--- src/rtl/core/cqce_pkg.sv ---
// Shared types, widths and constants of the conjunctive query count engine.
// Used by the channel interfaces and by every module of the engine.
package cqce_pkg;

   // Fixed field widths of the request and response beats.
   localparam int ROW_IDX_W  = 10;
   localparam int ATTR_IDX_W = 4;
   localparam int VALUE_W    = 20;
   localparam int CODE_W     = 3;
   localparam int COUNT_W    = 11;
   localparam int HASH_W     = 32;

   // Configuration port.
   localparam int CSR_IDX_W  = 1;
   localparam int CSR_DATA_W = 11;
   localparam logic [CSR_IDX_W-1:0] CSR_RECORDS_IN_USE     = 1'd0;
   localparam logic [CSR_IDX_W-1:0] CSR_SUPPRESS_THRESHOLD = 1'd1;

   // Defaults of the top-level parameters.
   localparam int DEF_MAX_RECORDS = 1024;
   localparam int DEF_NUM_ATTRS   = 16;
   localparam int DEF_VALUE_BITS  = 20;

   // Request command codes.
   localparam logic CMD_CELL_WRITE = 1'b0;
   localparam logic CMD_QUERY_TERM = 1'b1;

   // Comparison codes of a query term (stored cell OP term value).
   localparam logic signed [CODE_W-1:0] CMP_NONE = 3'sd0;
   localparam logic signed [CODE_W-1:0] CMP_EQ   = 3'sd1;
   localparam logic signed [CODE_W-1:0] CMP_NE   = -3'sd1;
   localparam logic signed [CODE_W-1:0] CMP_GT   = 3'sd2;
   localparam logic signed [CODE_W-1:0] CMP_GE   = 3'sd3;
   localparam logic signed [CODE_W-1:0] CMP_LT   = -3'sd2;
   localparam logic signed [CODE_W-1:0] CMP_LE   = -3'sd3;

   // Command queue between front and back.
   localparam int QUEUE_DEPTH = 4;
   localparam int QPTR_W      = $clog2(QUEUE_DEPTH);
   localparam int QFILL_W     = $clog2(QUEUE_DEPTH + 1);

   localparam logic [HASH_W-1:0] HASH_MUL = 32'h045d9f3b;
   localparam int HASH_SHIFT = 16;

   typedef enum logic [1:0] {
      OP_WRITE,
      OP_TERM,
      OP_SCAN
   } op_type;

   typedef struct packed {
      op_type                     op;
      logic                       term_en;
      logic [ROW_IDX_W-1:0]       row_index;
      logic [ATTR_IDX_W-1:0]      attr_index;
      logic [VALUE_W-1:0]         value;
      logic signed [CODE_W-1:0]   code;
   } cmd_entry_type;

   typedef enum logic [1:0] {
      BK_IDLE,
      BK_SCAN,
      BK_DRAIN,
      BK_DONE
   } bk_state_type;

   // One round of the row hash: xor-shift, then a multiply mod 2^32.
   function automatic logic [HASH_W-1:0] mix_round(input logic [HASH_W-1:0] y);
      logic [HASH_W-1:0] folded;
      folded = (y >> HASH_SHIFT) ^ y;
      return folded * HASH_MUL;
   endfunction

endpackage

--- src/rtl/core/cqce_cmd_queue.sv ---
// Short command queue between the front end and the scan back end.
// Depends on cqce_pkg for the entry type and the depth.
module cqce_cmd_queue (
   input  logic                    clock,
   input  logic                    reset,
   input  logic                    push,
   input  cqce_pkg::cmd_entry_type push_entry,
   output logic                    full,
   input  logic                    pop,
   output cqce_pkg::cmd_entry_type pop_entry,
   output logic                    empty
);
   import cqce_pkg::*;

   cmd_entry_type        entries_ff [QUEUE_DEPTH];
   logic [QPTR_W-1:0]    wr_ptr_ff;
   logic [QPTR_W-1:0]    rd_ptr_ff;
   logic [QFILL_W-1:0]   fill_ff;
   logic [QFILL_W-1:0]   fill_in;

   assign full      = fill_ff == QFILL_W'(QUEUE_DEPTH);
   assign empty     = fill_ff == '0;
   assign pop_entry = entries_ff[rd_ptr_ff];

   always_comb begin
      fill_in = fill_ff;
      if (push && !pop) begin
         fill_in = fill_ff + 1'b1;
      end else if (pop && !push) begin
         fill_in = fill_ff - 1'b1;
      end
   end

   always_ff @(posedge clock) begin
      if (reset) begin
         wr_ptr_ff <= '0;
         rd_ptr_ff <= '0;
         fill_ff   <= '0;
      end else begin
         fill_ff <= fill_in;
         if (push) begin
            wr_ptr_ff <= wr_ptr_ff + 1'b1;
         end
         if (pop) begin
            rd_ptr_ff <= rd_ptr_ff + 1'b1;
         end
      end
   end

   always_ff @(posedge clock) begin
      if (push) begin
         entries_ff[wr_ptr_ff] <= push_entry;
      end
   end

endmodule

--- config.mk ---
export PLATFORM = sky130hd
export DESIGN_NAME = cqce_cmd_queue
export DESIGN_NICKNAME = d
export VERILOG_FILES = /design/src/rtl/core/cqce_pkg.sv /design/src/rtl/core/cqce_cmd_queue.sv
export SDC_FILE = /design/constraint.sdc
export NUM_CORES = 1
export LEC_CHECK = 0
export ABC_AREA = 1
export BUFFER_PORTS_ARGS = -buffer_cell sky130_fd_sc_hd__buf_2
export CAP_MARGIN = 20
export CORE_MARGIN = 4
export CORE_UTILIZATION = 40
export CTS_CLUSTER_SIZE = 8
export DETAILED_ROUTE_END_ITERATION = 16
export GPL_TIMING_DRIVEN = 0
export PLACE_DENSITY = 0.67
export SETUP_SLACK_MARGIN = 0.2
export SLEW_MARGIN = 20
export SYNTH_ARGS = -nofsm -noshare
export SYNTH_HDL_FRONTEND = slang
export SYNTH_SLANG_ARGS = --single-unit
--- constraint.sdc ---
create_clock -name clock -period 3.4 [get_ports clock]
set_input_delay 0.34 -clock clock [delete_from_list [all_inputs] [get_ports clock]]
set_output_delay 0.34 -clock clock [all_outputs]
set_load 0.05 [all_outputs]
==> flow_summary.toml <==
[status]
status = "finished, final reports clean"

[setup_path]
end_kind = "output port"
crit_required_ns = 3.06
critPathKind = "flip-flop to output port"
arrival_ns = 1.84
crit_path_start_kind = "flip-flop"
cp_max_fo = 10

[logic_synthesis]
syn-cell-area_sq_um = 6490
ys_types = 22
synth_warnings = 0
netlist_instances = 445
syn_nets = 495
ys_seq_area_share_pct = 76.7
syn_avg_cell_area_sq_um = 14.6
ys_ff_latch = 169

[pwr]
leakagePower_uw = 0.00283
clkPwrFrac_pct = 35.8
p_per_area_nw_per_um2 = 621
switchingPower_uw = 1270
internal_power_uw = 3580
switching_share_pct = 26.2
ir_drop_v = 0.000370
combPwrFrac_pct = 14.6
p_seq_share_pct = 49.6

[detailed_routing]
drt-total-wl_mm = 14.0
via_per_inst = 5.04
dr.pass1.iters = 4
drtIter0Drc = 327
drc = 0
vias = 3942
wire_per_inst_microns = 17.9
final_antenna_net_count = 0

[grt]
grt_max_degree = 22
grt_overflow_total = 0
grt_pass1_wl_mm = 21.5
antenna_found_initial = 1
grt_usage_pct = 15.7
grt_pass1_vias = 4071

[cts]
cts_resized = 0
ctsHoldBuffers = 0
root_buffer = "clkbuf_16"
htreeDepth = 4
clkTransAtPathRegs_ns = 0.06
clk_latency_ns = 0.43
cts_buffers = 17
clock_sinks = 169
cts_tree = "yes"
clockBufferDepth = 2
post_cts_buffers = 0

[flow_run]
cap_violations = 0

[sta]
post-route-period-util_pct = 64.2
final_hold_viol_count = 0
grt_setup_unrepaired = "false"
tns_ns = 0
worst_pin_slew_ns = 0.604
period_needed_ns = 2.18
setup_violations = 0
max_freq_ghz = 0.458
setup_slack_ns = 1.22
slew_violations = 0
relSlewSlack_pct = 59.7
skew_ns = 0.0112

[placement]
globalplace.congestion = 0.715
dp_hpwl_mm = 8.52
pre_cts_ws_ns = 1.63
numPortBuffers = 85

[die]
die_w_microns = 135
rows = 46
start_util_pct = 40.9
io-pin-count = 86
coreArea_sq_um = 15900
die_area_sq_um = 18300
die_h_microns = 135

[cells_and_area]
syn2layout_area_growth_pct = 20.2
drive_gt1_share_pct = 26.3
final_nets = 603
diodes = 0

[worst_hold_path]
hp-class = "input pin to flip-flop"
## cells in the mapped netlist, drive strengths merged
library cell	n	area [sq um]
edfxtp	160	4800
nor2	86	323
o21ai	85	433
o22ai	40	250
buf	25	267
inv	17	76.3
dfxtp	9	180
nand2	9	33.8
ha	5	62.6
a21oi	3	15.0
nor3	2	10.0
fa	1	20.0
nand3	1	5.00
nand4	1	6.26
xor2	1	8.76
## cells in the final DEF, fill, tap and decap left out, types with 5 or more instances in the layout
master	n
edfxtp_1	160
buf_2	93
nor2_1	86
o21ai_0	45
o22ai_1	40
o21ai_1	38
clkbuf_16	17
inv_1	12
nand2_1	9
dfxtp_1	9
buf_12	8
clkinv_2	7
buf_6	5
ha_1	5
## state kept, by name, indices dropped and copies added, names as in the netlist, named ones only
signal and count:
rd_ptr_ff 2, entries_ff 160, wr_ptr_ff 2, fill_ff 3
## worst paths after layout
| check | from | to | slack (ns) | depth (start not counted) |
|---|---|---|---|---|
| min | reset | fill_ff[0] | 0.08 | 2 |
| min reg2reg | rd_ptr_ff[1] | rd_ptr_ff[1] | 0.47 | 1 |
| max | flip-flop | pop_entry[28] | 1.22 | 5 |
| max reg2reg | wr_ptr_ff[0] | entries_ff[0][29] | 1.71 | 5 |
## worst max-delay path: stages, from the launching register on
cell and delay [ns]:
dfxtp_1 0.36, inv_1 0.15, buf_2 0.27, o21ai_1 0.12, o22ai_1 0.21, buf_2 0.32
## stage by stage
step / util (%) / hold slack (ns) / cell area, sq um / cells / total power [uW]
final: 49.1 / 0.0801 / 7810 / 782 / 4840
after global routing: 49.1 / 0.0701 / 7810 / 782 / 5020
after CTS: 49.1 / 0.0614 / 7810 / 782 / 4880
after detailed placement: 45.8 / 0.441 / 7270 / 750 / 3160
after global placement: 45.3 / 0.426 / 7190 / 746 / 3130
after floorplan: - / 0.412 / 6490 / 445 / 2940
## layer usage
| layer | up-vias | GRT usage, % | part of all wire, % |
|---|---|---|---|
| met5 | - | 0 | 0.064 |
| met4 | 2 | 6.83 | 1.8 |
| met2 | 131 | 25.1 | 49 |
| met3 | 26 | 4.79 | 6.6 |
| li1 | 1870 | - | - |
| met1 | 1913 | 19.9 | 42 |
## kinds of logic (layout without fill, tap and decap cells)
family	after synthesis	after routing	synth area share, %
flip-flops	169	169	76.7
AO/OA/AOI/OAI	128	128	10.7
AND/OR/NAND/NOR	99	99	5.82
buffers and inverters	42	163	5.28
adder cells (fa/ha/maj)	6	6	1.27
XOR/XNOR	1	1	0.135
## power groups by stage
stage	clock [uW]	sequential [uW]	combinational, uW
after global routing	1850	2410	758
after detailed placement	0	2450	713
after CTS	1760	2400	716
after global placement	0	2450	686
after floorplan	0	2440	495
final	1740	2400	707
## final cells by class
cell class / count / area, sq um
Buffer: 25 / 267
Clock buffer: 22 / 454
Clock inverter: 10 / 81.3
Fill cell: 1403 / 8080
Inverter: 17 / 76.3
Multi-Input combinational cell: 234 / 1170
Sequential cell: 169 / 4980
Tap cell: 216 / 270
Timing Repair Buffer: 89 / 505
(Power assumes the default switching activity.)
